File: src/sv/sector_circle_proximity_test_core_macros.svh
// Assertion helpers, used only by scpt_fifo. All checks run on aclk and are
// switched off while aresetn is low.
`ifndef SECTOR_CIRCLE_PROXIMITY_TEST_CORE_MACROS_SVH
`define SECTOR_CIRCLE_PROXIMITY_TEST_CORE_MACROS_SVH

// Same-cycle implication.
`define SCPT_ASSERT_IMPL(lbl, ante, cons) \
    lbl: assert property (@(posedge aclk) disable iff (!aresetn) (ante) |-> (cons)) \
        else $error("assertion failed");

// Next-cycle implication.
`define SCPT_ASSERT_NEXT(lbl, ante, cons) \
    lbl: assert property (@(posedge aclk) disable iff (!aresetn) (ante) |=> (cons)) \
        else $error("assertion failed");

`endif

File: src/sv/scpt_pkg.sv
`default_nettype none
package scpt_pkg;

    localparam int COORD_BITS_DEF      = 10;
    localparam int ANGLE_FRAC_BITS_DEF = 4;
    localparam int FIFO_DEPTH_DEF      = 4;

    localparam int CORDIC_STEPS = 16;
    localparam int PRESCALE     = 20;

    localparam logic [10:0] RANGE_RESET = 11'd100;
    localparam logic [8:0]  FOV_RESET   = 9'd100;
    localparam logic [14:0] DIST_MAX    = 15'd32767;

    // Register selects on paddr[2].
    localparam logic REG_SENSING_RANGE = 1'b0;
    localparam logic REG_FIELD_OF_VIEW = 1'b1;

    // atan(2^-i) in degrees scaled by 65536.
    localparam logic [22:0] ATAN_Q16 [CORDIC_STEPS] = '{
        23'd2949120, 23'd1740967, 23'd919879, 23'd466945,
        23'd234379,  23'd117304,  23'd58666,  23'd29335,
        23'd14668,   23'd7334,    23'd3667,   23'd1833,
        23'd917,     23'd458,     23'd229,    23'd115
    };

endpackage
`default_nettype wire

File: src/sv/scpt_fifo.sv
`default_nettype none
module scpt_fifo #(
    parameter int W     = 8,
    parameter int DEPTH = scpt_pkg::FIFO_DEPTH_DEF
) (
    input  wire logic         aclk,
    input  wire logic         aresetn,
    input  wire logic         push_i,
    input  wire logic [W-1:0] din,
    output logic              full,
    input  wire logic         pop_i,
    output logic              not_empty,
    output logic [W-1:0]      dout
);
    localparam int AW = (DEPTH > 1) ? $clog2(DEPTH) : 1;

    logic [W-1:0]  mem_reg [DEPTH];
    logic [AW-1:0] wr_ptr_reg, rd_ptr_reg;
    logic [AW:0]   count_reg;

    assign full      = count_reg == (AW + 1)'(DEPTH);
    assign not_empty = count_reg != '0;
    assign dout      = mem_reg[rd_ptr_reg];

    always_ff @(posedge aclk) begin
        if (!aresetn) begin
            wr_ptr_reg <= '0;
            rd_ptr_reg <= '0;
            count_reg  <= '0;
        end else begin
            if (push_i)
                wr_ptr_reg <= (wr_ptr_reg == AW'(DEPTH - 1)) ? '0 : wr_ptr_reg + 1'b1;
            if (pop_i)
                rd_ptr_reg <= (rd_ptr_reg == AW'(DEPTH - 1)) ? '0 : rd_ptr_reg + 1'b1;
            if (push_i && !pop_i)
                count_reg <= count_reg + 1'b1;
            else if (pop_i && !push_i)
                count_reg <= count_reg - 1'b1;
        end
        if (push_i)
            mem_reg[wr_ptr_reg] <= din;
    end

`include "sector_circle_proximity_test_core_macros.svh"
    `SCPT_ASSERT_IMPL(a_no_overflow, push_i, !full)
    `SCPT_ASSERT_IMPL(a_no_underflow, pop_i, not_empty)
    `SCPT_ASSERT_NEXT(a_count_up, push_i && !pop_i, count_reg == $past(count_reg) + 1'b1)

endmodule
`default_nettype wire

File: config.mk
export PLATFORM = sky130hd
export DESIGN_NAME = scpt_fifo
export DESIGN_NICKNAME = d
export VERILOG_FILES = /design/src/sv/scpt_pkg.sv /design/src/sv/scpt_fifo.sv
export VERILOG_INCLUDE_DIRS = /design/src /design/src/sv
export SDC_FILE = /design/constraint.sdc
export NUM_CORES = 1
export LEC_CHECK = 0
export BUFFER_PORTS_ARGS = -buffer_cell sky130_fd_sc_hd__buf_2
export CAP_MARGIN = 20
export CORE_ASPECT_RATIO = 1.4
export CORE_MARGIN = 5
export CORE_UTILIZATION = 42
export CTS_CLUSTER_DIAMETER = 30
export DETAILED_ROUTE_END_ITERATION = 8
export HOLD_SLACK_MARGIN = 0.12
export PLACE_DENSITY = 0.64
export RECOVER_POWER = 50
export SYNTH_ARGS = -nofsm -noshare
export SYNTH_HDL_FRONTEND = slang
export SYNTH_SLANG_ARGS = --single-unit
File: constraint.sdc
create_clock -name aclk -period 3.38 [get_ports aclk]
set_input_delay 0.676 -clock aclk [delete_from_list [all_inputs] [get_ports aclk]]
set_output_delay 0.676 -clock aclk [all_outputs]
set_load 0.05 [all_outputs]
* Word level (Yosys, flattened, before mapping)
Memories as Yosys holds them, arrays and structs flattened. A register that Yosys moved wholly into a read port is not among the register bits.
Cells that the tools add are included.
Widths: inputs -> output; s select.
** Word-level totals
- Register bits after elaboration :: 7
- Bits in writable memories :: 32
- Output and inout bits :: 10
- Memories :: 1
** Cells by class
- Add/sub/neg operators :: 4
- Eq/ne operators :: 3
- Mux-type cells :: 8
- Reductions and logical operators :: 6
** Memory list
- mem_reg :: depth 4, bits a word 8, rd ports 1, clocked after memory_dff 1, wr ports 1, RTL line scpt_fifo.sv:17 : logic [W-1:0] mem_reg [DEPTH];
** Operators by type and width (count)
- $mux 2 :: 4
- $mux 3 :: 2
- $add 2x1->2 const B :: 2
- $eq 2x2->1 const B :: 2
- $add 3x1->3 const B :: 1
- $eq 3x3->1 const B :: 1
- $reduce_bool 3->1 :: 1
- $sub 3x1->3 const B :: 1
- $logic_and 1x1->1 :: 2
- $logic_not 1->1 :: 2
- $mux 1 :: 2
- $reduce_bool 2->1 :: 1

* Longest topological paths before layout
- Depth in word-level cells :: 4
- Mapped depth :: 7
- Gate-level depth less buffers :: 7

* Least setup slack after synthesis
OpenSTA, ideal clock, no wires.
- Kind :: reg2out
- Start :: reg count_reg[0]
- End :: out full
- Arrival time :: 1.498 ns
- Data required time :: 2.704 ns
- Path slack :: 1.206 ns
- Stages on the path, launching flop included :: 2
- Cells stage by stage :: dfxtp_1 nor3b_1
** On the way
- Longest elaborated chain between the ends :: 1
** RTL lines
- from (decl) :: RTL line scpt_fifo.sv:19 : logic [AW:0] count_reg;
- from (signal assigned) :: RTL line scpt_fifo.sv:36 : count_reg <= count_reg + 1'b1;
- from (signal assigned) :: RTL line scpt_fifo.sv:38 : count_reg <= count_reg - 1'b1;
- $eq 3x3->1 :: RTL line scpt_fifo.sv:21 : assign full = count_reg == (AW + 1)'(DEPTH);
- to (decl) :: RTL line scpt_fifo.sv:10 : output logic full,
Every way passes these cells.

==> out/metrics.yaml <==
status:
  status: "completed"
cells_and_area:
  n_antenna_cell: 0
  instances_no_fill: 155
  largest_register_ffs: 32
  drive_gt1_frac: 0.248
  fin_area_um2: 1830
  multi_input_area_um2: 444
  nFillCells: 324
  fin_util: 0.499
  synthToLayoutAreaGrowth_pct: 13.4
  final_common_cell: "edfxtp_1"
  regArea_um2: 1140
  fin_nets: 131
  layout_common_cells: "edfxtp_1, buf_2, dfxtp_1, clkbuf_1, mux4_2"
synth:
  yosys-top-cells-area: "edfxtp_1, dfxtp_1, mux4_2"
  synthFlopType: "edfxtp_1"
  ys_warn_count: 0
  syn_avg_cell_area_um2: 18.8
  synth_area_leader_cell: "edfxtp_1"
  netlist_instances: 86
  synth_edf_count: 32
  synthArstFlopShare: 0
  seq_area_frac_synth: 0.706
  syn_area_um2: 1620
  synth-seq-cells: 41
  yosysTopAreaCellShare: 0.594
  synth_cell_types: 20
  syn_nets: 105
pwr:
  max-vdd-ir-drop_uv: 318
  p_leak_nw: 0.652
  power_density_nw_per_um2: 580
  total_power_mw: 1.06
critical_path:
  cp_cell_sequence: "mux4_2, buf_2"
  rr_worst_depth: 4
  setup.worst_path.end: "dout[3]"
  r2r-start: "count_reg[0]$_SDFFE_PN0P_"
  crit_path_end_kind: "output pin"
  cp.required_ns: 2.70
  cp.depth: 2
  rrSetupSlack_ns: 1.90
  max_stage_delay_ns: 0.65
  cpMaxStageDelayCell: "dfxtp_1"
  path_max_fanout: 8
  critPathBufInv: 1
  critPathKind: "register to output pin"
  worstReg2RegEnd: "count_reg[2]$_SDFFE_PN0P_"
  crit_family: "flip-flops"
  arrival_ns: 1.73
  start_kind: "register"
die:
  start_util: 0.440
  dieArea_um2: 5210
  rows: 26
  core_area_um2: 3680
  die_w_um: 62.4
  die_h_um: 83.4
  io_pins: 22
clock_network:
  clk_latency_ns: 0.29
  cts_buffers: 5
  cts.sinks: 41
  htreeDepth: 2
  cts_hold_buf: 0
  cts_root_buffer: "clkbuf_8"
  post_cts.repair.setup_buffers: 0
  clk_pin_slew_worst_paths_ns: 0.07
  clock_path_buffers: 2
  cts_tree: "yes"
  cts.repair.resized: 0
detailed_routing:
  dr.pass1.iters: 4
  drc_errors: 0
  drt_iter0_markers: 45
  postRouteAntennaNets: 0
  routed_wl_um: 2500
  wl_per_cell_um: 16.1
  via_per_inst: 5.02
  vias: 778
sta:
  setup_violations: 0
  fmax_ghz: 0.415
  maxSlewViolCount: 0
  timing.setup.tns_ns: 0
  hold_violations: 0
  clock_skew_ns: 0.00721
  fin_crit_ns: 2.41
  min_period_over_period: 0.713
  rsz0062_at_grt: "no"
  slew_headroom: 0.620
  worst_pin_slew_ns: 0.569
global_routing:
  grt_pass1_wl_um: 4200
  grt_pass1_vias: 885
  grt_max_degree: 14
  grtUsageTotal: 0.105
  antenna_found_initial: 0
  grt_overflow: 0
placement:
  routabilityCongestion: 0.642
  dp_hpwl_um: 1890
  io_buffers: 21
  dp.cells: 147
  dpl-instance-area_um2: 1760
job:
  max-cap-violations: 0
worst_hold_path:
  min_path_type: "register to register"
  hold_depth: 2
## worst reg2reg max path: stages (launching register included)
cell and delay [ns]:
dfxtp_1 0.37, fa_1 0.44, xor2_1 0.16, or3_1 0.32, a21boi_1 0.14
## report_power, final
group	internal, mW	total (mW)	switching, mW	leakage, nW
Combinational	0.0578	0.169	0.111	0.240
Clock	0.142	0.300	0.158	0.0439
Sequential	0.573	0.594	0.0212	0.368
Total	0.773	1.06	0.290	0.652
## layer usage
| metal | share of wire | track usage | up-vias |
|---|---|---|---|
| met4 | 0.0048 | 0.0463 | 0 |
| li1 | - | - | 376 |
| met5 | 0 | 0 | - |
| met2 | 0.56 | 0.182 | 20 |
| met1 | 0.37 | 0.107 | 380 |
| met3 | 0.064 | 0.0473 | 2 |
## synth_stat cells (2+ instances only)
cell type / n
mux2i_1: 4
nor2b_1: 5
and2_1: 5
dfxtp_1: 9
edfxtp_1: 32
or3_1: 2
ha_1: 6
mux4_2: 8
inv_1: 4
## worst min path at each step
stage	slack, ns	startpoint	to
2_1_floorplan	0.46	count_reg[2]$_SDFFE_PN0P_	count_reg[2]$_SDFFE_PN0P_
3_3_place_gp	0.47	count_reg[2]$_SDFFE_PN0P_	count_reg[2]$_SDFFE_PN0P_
3_5_place_dp	0.49	count_reg[2]$_SDFFE_PN0P_	count_reg[2]$_SDFFE_PN0P_
4_1_cts	0.50	count_reg[2]$_SDFFE_PN0P_	count_reg[2]$_SDFFE_PN0P_
5_1_grt	0.53	count_reg[2]$_SDFFE_PN0P_	count_reg[2]$_SDFFE_PN0P_
6_report	0.50	count_reg[2]$_SDFFE_PN0P_	count_reg[2]$_SDFFE_PN0P_
## metrics by stage
step | hold slack, ns | setup slack, ns
after floorplan | 0.460 | 1.21
after global placement | 0.470 | 1.21
after detailed placement | 0.487 | 1.21
after CTS | 0.500 | 0.887
after global routing | 0.527 | 0.826
final | 0.503 | 0.970
## kinds of logic after synthesis
kind of cell               Yosys count  share of synthesized area
AOI/OAI and AO/OA                    3                     0.0124
and+or+nand+nor                     15                     0.0565
buffers and inverters                6                     0.0193
muxes                               12                      0.136
adders and majority gates            7                     0.0588
DFF                                 41                      0.706
xor gates and xnor gates             2                     0.0108
## final cells by class
cell class | instances | share of cell area
inverters | 4 | 0.00819
repair buffers | 21 | 0.0512
flip-flops and latches | 41 | 0.623
multi-input cells | 39 | 0.242
clock buffers | 5 | 0.0375
clock inverters | 3 | 0.00956
well taps | 42 | 0.0287
(Power assumes the default switching activity.)
