`config.mk`:
```
export PLATFORM = sky130hd
export DESIGN_NAME = scpt_front
export DESIGN_NICKNAME = d
export VERILOG_FILES = /design/src/sv/sector_circle_proximity_test_core_macros.svh /design/src/sv/scpt_pkg.sv /design/src/sv/scpt_front.sv
export SDC_FILE = /design/constraint.sdc
export NUM_CORES = 1
export LEC_CHECK = 0
export ABC_CLOCK_PERIOD_IN_PS = 10300
export BUFFER_PORTS_ARGS = -buffer_cell sky130_fd_sc_hd__buf_4
export CAP_MARGIN = 20
export CORE_MARGIN = 3
export CORE_UTILIZATION = 60
export DETAILED_ROUTE_END_ITERATION = 10
export HOLD_SLACK_MARGIN = 0.15
export PLACE_DENSITY = 0.8
export REMOVE_ABC_BUFFERS = 1
export SYNTH_ARGS = -nofsm -noshare
export SYNTH_HDL_FRONTEND = slang
export SYNTH_SLANG_ARGS = --single-unit
```
`constraint.sdc`:
```
create_clock -name aclk -period 10.3 [get_ports aclk]
set_input_delay 0.515 -clock aclk [delete_from_list [all_inputs] [get_ports aclk]]
set_output_delay 0.515 -clock aclk [all_outputs]
set_load 0.01 [all_outputs]
```
`src/sv/sector_circle_proximity_test_core_macros.svh`:
```
// Assertion helpers, used only by scpt_fifo. All checks run on aclk and are
// switched off while aresetn is low.
`ifndef SECTOR_CIRCLE_PROXIMITY_TEST_CORE_MACROS_SVH
`define SECTOR_CIRCLE_PROXIMITY_TEST_CORE_MACROS_SVH

// Same-cycle implication.
`define SCPT_ASSERT_IMPL(lbl, ante, cons) \
    lbl: assert property (@(posedge aclk) disable iff (!aresetn) (ante) |-> (cons)) \
        else $error("assertion failed");

// Next-cycle implication.
`define SCPT_ASSERT_NEXT(lbl, ante, cons) \
    lbl: assert property (@(posedge aclk) disable iff (!aresetn) (ante) |=> (cons)) \
        else $error("assertion failed");

`endif

```
`src/sv/scpt_pkg.sv`:
```
`default_nettype none
package scpt_pkg;

    localparam int COORD_BITS_DEF      = 10;
    localparam int ANGLE_FRAC_BITS_DEF = 4;
    localparam int FIFO_DEPTH_DEF      = 4;

    localparam int CORDIC_STEPS = 16;
    localparam int PRESCALE     = 20;

    localparam logic [10:0] RANGE_RESET = 11'd100;
    localparam logic [8:0]  FOV_RESET   = 9'd100;
    localparam logic [14:0] DIST_MAX    = 15'd32767;

    // Register selects on paddr[2].
    localparam logic REG_SENSING_RANGE = 1'b0;
    localparam logic REG_FIELD_OF_VIEW = 1'b1;

    // atan(2^-i) in degrees scaled by 65536.
    localparam logic [22:0] ATAN_Q16 [CORDIC_STEPS] = '{
        23'd2949120, 23'd1740967, 23'd919879, 23'd466945,
        23'd234379,  23'd117304,  23'd58666,  23'd29335,
        23'd14668,   23'd7334,    23'd3667,   23'd1833,
        23'd917,     23'd458,     23'd229,    23'd115
    };

endpackage
`default_nettype wire

```
`src/sv/scpt_front.sv`:
```
`default_nettype none
module scpt_front #(
    parameter int COORD_BITS = scpt_pkg::COORD_BITS_DEF,
    parameter int QW         = 4 * COORD_BITS + 25
) (
    input  wire logic          aclk,
    input  wire logic          aresetn,
    input  wire logic          in_valid,
    output logic               in_ready,
    input  wire logic [9:0]    sensor_x,
    input  wire logic [9:0]    sensor_y,
    input  wire logic [9:0]    target_x,
    input  wire logic [9:0]    target_y,
    input  wire logic [7:0]    target_radius,
    input  wire logic [13:0]   heading,
    input  wire logic [10:0]   sensing_range,
    input  wire logic          q_full,
    output logic               q_push,
    output logic [QW-1:0]      q_data
);
    localparam int CB   = COORD_BITS;
    localparam int D2_W = 2 * CB + 1;

    logic [CB-1:0] sx, sy, tx, ty;
    logic          v1_reg, v2_reg;
    logic [CB-1:0] adx1_reg, ady1_reg, adx2_reg, ady2_reg;
    logic          negx1_reg, negx2_reg;
    logic [7:0]    r1_reg, r2_reg;
    logic [13:0]   hd1_reg, hd2_reg;
    logic [11:0]   lim_reg;
    logic [D2_W-1:0] d2_reg;
    logic [23:0]   limsq_reg;
    logic [2*CB-1:0] sqx, sqy;
    logic          adv1, adv2, miss;

    assign sx = CB'(sensor_x);
    assign sy = CB'(sensor_y);
    assign tx = CB'(target_x);
    assign ty = CB'(target_y);

    assign adv2     = !v2_reg || !q_full;
    assign adv1     = !v1_reg || adv2;
    assign in_ready = adv1;

    assign sqx = adx1_reg * adx1_reg;
    assign sqy = ady1_reg * ady1_reg;

    always_ff @(posedge aclk) begin
        if (!aresetn) begin
            v1_reg <= 1'b0;
            v2_reg <= 1'b0;
        end else begin
            if (adv1) v1_reg <= in_valid;
            if (adv2) v2_reg <= v1_reg;
        end
        if (adv1) begin
            adx1_reg  <= (tx >= sx) ? tx - sx : sx - tx;
            ady1_reg  <= (ty >= sy) ? ty - sy : sy - ty;
            negx1_reg <= tx < sx;
            r1_reg    <= target_radius;
            hd1_reg   <= heading;
            lim_reg   <= {1'b0, sensing_range} + {4'h0, target_radius};
        end
        if (adv2) begin
            adx2_reg  <= adx1_reg;
            ady2_reg  <= ady1_reg;
            negx2_reg <= negx1_reg;
            r2_reg    <= r1_reg;
            hd2_reg   <= hd1_reg;
            d2_reg    <= {1'b0, sqx} + {1'b0, sqy};
            limsq_reg <= lim_reg * lim_reg;
        end
    end

    assign miss   = d2_reg > limsq_reg;
    assign q_push = v2_reg && !q_full;
    assign q_data = {miss, d2_reg, hd2_reg, r2_reg, negx2_reg, ady2_reg, adx2_reg};

endmodule
`default_nettype wire

```
; ---- Yosys cells after proc, flatten, opt, wreduce, memory -nomap -nowiden
; Index checks and enable logic that the tools add are counted.
[classes]
magnitude_cmp = 4
n_mul = 3
n_reduce_logical = 6
n_mux = 2
add_sub_neg = 6
[ops]
columns = operator, n
row1 = $mul A10 B10 Y20, 2
row2 = $sub A10 B10 Y10, 4
row3 = $gt A21 B24 Y1, 1
row4 = $mul A12 B12 Y24, 1
row5 = $add A20 B20 Y21, 1
row6 = $ge A10 B10 Y1, 2
row7 = $mux W10, 2
row8 = $add A11 B8 Y12, 1
row9 = $lt A10 B10 Y1, 1
row10 = $logic_not A1 Y1, 3
row11 = $logic_or A1 B1 Y1, 2
row12 = $logic_and A1 B1 Y1, 1
[word_totals]
wordCells = 36
inputBits = 77
regBits = 145
output_inout_bits = 67

; ---- Longest topological paths before layout
[logic_depth]
depth_word = 3
depth_mapped = 23
depth_no_buf = 22

; ---- Worst setup path before layout
; Ideal clock, no wire load.
[synth_path]
path_type = register to register
start = reg adx1_reg[4]
end = reg d2_reg[17], data pin
period_less_slack_ns = 6.005
setup_slack_ns = 4.295
t_arrival_ns = 5.745
path_buffers = 1
stages_incl_launch_ff = 21
setup_ns = 0.260
required_ns = 10.040
path_cell_list = edfxtp_1 clkbuf_1 and2_1 fa_1 inv_1 fa_1 inv_1 fa_1 fa_1 inv_1 fa_1 fa_1 inv_1 fa_1 ha_1 nand2_1 o31a_1 a211o_1 o21ai_0 o21ai_0 xnor2_1
[synth_between]
elab_chain_cells = 2
[synth_rtl]
columns = element, line
row1 = "start, declared", scpt_front.sv:26  ; logic [CB-1:0] adx1_reg, ady1_reg, adx2_reg, ady2_reg;
row2 = "start signal, assigned", scpt_front.sv:57  ; adx1_reg <= (tx >= sx) ? tx - sx : sx - tx;
row3 = $mul A10 B10 Y20, scpt_front.sv:45  ; assign sqx = adx1_reg * adx1_reg;
row4 = $add A20 B20 Y21, scpt_front.sv:70  ; d2_reg <= {1'b0, sqx} + {1'b0, sqy};
row5 = "end signal, assigned", scpt_front.sv:70
row6 = "end, declared", scpt_front.sv:31  ; logic [D2_W-1:0] d2_reg;
; Every way passes these cells.
; A chain may end at the register's enable or synchronous reset.

; ---- Worst setup path in the final report
[layout_path]
start = reg adx1_reg[4]
end = reg d2_reg[20], data pin
; Same word-level chain as after synthesis.

==> impl_metrics.csv <==
group,metric,value,unit
critical_path,crit_chain,"and2_1, fa_1, inv_1, fa_1, inv_1, fa_1, fa_1, inv_1, fa_1, fa_1, inv_1, fa_1, ha_1, o21ai_0, nand2_1, a21oi_1, a2111oi_0, a211oi_1, xnor2_1",
cts,post_cts_buffers,0,
critical_path,cp-start-kind,"flop",
yosys,syn-mean-instance-area,10.4,sq um
drt,top_layer_used,"met4",
critical_path,critPathMaxStageDelay,0.68,ns
cts,numCtsBuffers,17,
cts,cts_tree,"built",
finish,nets,2203,
drt,vias_per_cell,5.45,
critical_path,worst-r2r-cell-count,19,
critical_path,cp_max_fo,11,
timing,skew,0.00925,ns
place,place_hpwl,28.0,mm
global_routing,antenna_found_initial,0,
timing,finalMaxSlewViolations,0,
critical_path,crit_buf_inv,4,
timing,rsz0062_at_grt,"no",
critical_path,crit_type,"reg -> reg",
floorplan,row_count,60,
floorplan,fp.dieW,172,microns
yosys,async_flop_share,0,
finish,final_cell_mix,"362 x inv_1, 215 x fa_1, 207 x ha_1",
critical_path,cpMaxStageDelayCell,"a2111oi_0",
drt,vias,11200,
flow_run,drv_cap,0,
place,io_buffers,143,
drt,drtAntennaViolNets,0,
drt,met1Wirelength,14.6,mm
finish,area_growth,11.8,%
critical_path,crit_cells,19,
yosys,ys_warn_count,0,
cts,ctsResizeCount,0,
yosys,ys_seq_elements,144,
critical_path,crit_required,10.47,ns
drt,wire_per_inst,16.6,microns
cts,clkTransAtPathRegs,0.07,ns
floorplan,die_area,0.0295,sq mm
cts,clk_latency,0.42,ns
critical_path,crit_arrival,6.63,ns
cts,hold_buffers,0,
cts,clock_path_buffers,2,
drt,dr_wl_met3,2.38,mm
global_routing,grt_pass1_wl,56.8,mm
hold_path,holdPathStages,1,
timing,maxSlewHeadroom,0.377,
cts,cts_root_buffer,"clkbuf_16",
yosys,yosysUniqueCellTypes,56,
timing,fmax,0.155,GHz
drt,wl_met2,16.2,mm
global_routing,grt_overflow,0,
floorplan,io_pins,144,
yosys,synth-main-ff-cell,"edfxtp_1",
global_routing,track_usage,0.244,
global_routing,grt_max_degree,69,
finish,antenna_cells,0,
yosys,synth_cells,1582,
run_status,status,"finished clean",
critical_path,crit_path_end_kind,"flop",
floorplan,die_h,172,microns
finish,fill_cells,1986,
critical_path,crit_top_cell,"fa_1",
finish,drive_gt1_frac,0.112,
drt,first_pass_iters,5,
yosys,synth_area,0.0165,sq mm
timing,worst_slew_pin_slew,0.935,ns
floorplan,initial_utilization,0.612,
drt,drt-total-wl,34.1,mm
floorplan,core_area,0.0270,sq mm
place,place.gp.congestion,0.924,
hold_path,hp-class,"in -> reg",
finish,layout_commonest_cell,"inv_1",
cts,cts.htree.levels,4,
timing,timing.final.crit_share,0.628,
finish,largest_reg_flops,23,
cts,cts_sinks,144,
drt,first_iter_violations,671,
yosys,seq_area_frac_synth,0.261,
finish,utilization,0.684,
global_routing,grt_pass1_vias,11900,
drt,drc_errors,0,
timing,finalSetupViolCount,0,
timing,layout_min_cycle_time,6.46,ns
timing,tns,0,ns
critical_path,critPathTopFamily,"adder cells",
timing,final_hold_viol_count,0,
yosys,synth_edf_count,142,
==> final cells by class <==
| class | instances | area, sq um | area share |
|---|---|---|---|
| inverters | 362 | 1360 | 0.0737 |
| clock buffers | 17 | 425 | 0.0231 |
| multi-input cells | 1034 | 10700 | 0.578 |
| well taps | 341 | 427 | 0.0231 |
| flip-flops and latches | 144 | 4300 | 0.233 |
| repair buffers | 145 | 1090 | 0.0590 |
| clock inverters | 15 | 170 | 0.00923 |
==> worst reg2reg max path, delay by kind of cell, from the launching register on <==
family / cells / cell delay [ns]
AND/OR/NAND/NOR: 2 / 0.33
AO/OA/AOI/OAI: 4 / 1.00
buffers and inverters: 4 / 0.24
flip-flops: 1 / 0.56
adder cells (fa/ha/maj): 8 / 3.91
XOR/XNOR: 1 / 0.17
==> worst paths after layout <==
check	from	to	slack, ns
setup / recovery	adx1_reg[4]	d2_reg[20]	3.84
setup reg to reg	adx1_reg[4]	d2_reg[20]	3.84
hold reg to reg	hd1_reg[4]	hd2_reg[4]	0.41
hold / removal	heading[5]	hd1_reg[5]	0.26
==> synthesized netlist by cell type, types with 11 or more instances <==
master      n  area share
nand2b_1   14      0.0053
nor3_1     13      0.0039
o21bai_1   11      0.0050
xor2_1     27       0.014
ha_1      207        0.16
xnor2_1    48       0.025
nor2_1     39      0.0089
clkbuf_1   36      0.0082
nand3_1    12      0.0036
nand2_1   100       0.023
inv_1     362       0.082
fa_1      215        0.26
and2_1     87       0.033
nor2b_1    24      0.0091
nand4_1    11      0.0042
o21ai_0    38       0.012
edfxtp_1  142        0.26
a21o_1     36       0.016
a21oi_1    54       0.016
mux2i_1    11      0.0067
==> per-stage QoR <==
| stage | setup slack (ns) | cells | cell area [sq um] | hold slack (ns) |
|---|---|---|---|---|
| 2_1_floorplan | 4.36 | 1540 | 16300 | 0.400 |
| 3_3_place_gp | 3.88 | 2026 | 17800 | 0.400 |
| 3_5_place_dp | 3.85 | 2026 | 17800 | 0.405 |
| 4_1_cts | 3.84 | 2058 | 18400 | 0.247 |
| 5_1_grt | 3.48 | 2058 | 18400 | 0.248 |
| 6_report | 3.84 | 2058 | 18400 | 0.261 |
==> logic make-up after synthesis <==
| kind of cell | synth area share |
|---|---|
| adders and majority gates | 0.418 |
| buffers and inverters | 0.0934 |
| and+or+nand+nor | 0.101 |
| AOI/OAI and AO/OA | 0.0785 |
| DFF | 0.261 |
| xor gates and xnor gates | 0.0398 |
| muxes | 0.00804 |
==> layer usage <==
layer  global-route usage  vias up
met3               0.0513       66
met2                0.408      365
met1                0.322     5476
met5                    0        -
met4               0.0771        0
li1                     -     5309
Power is left out: the tool's default activity adds up to more than one toggle a clock period on the data nets, which glitch-free logic cannot reach.
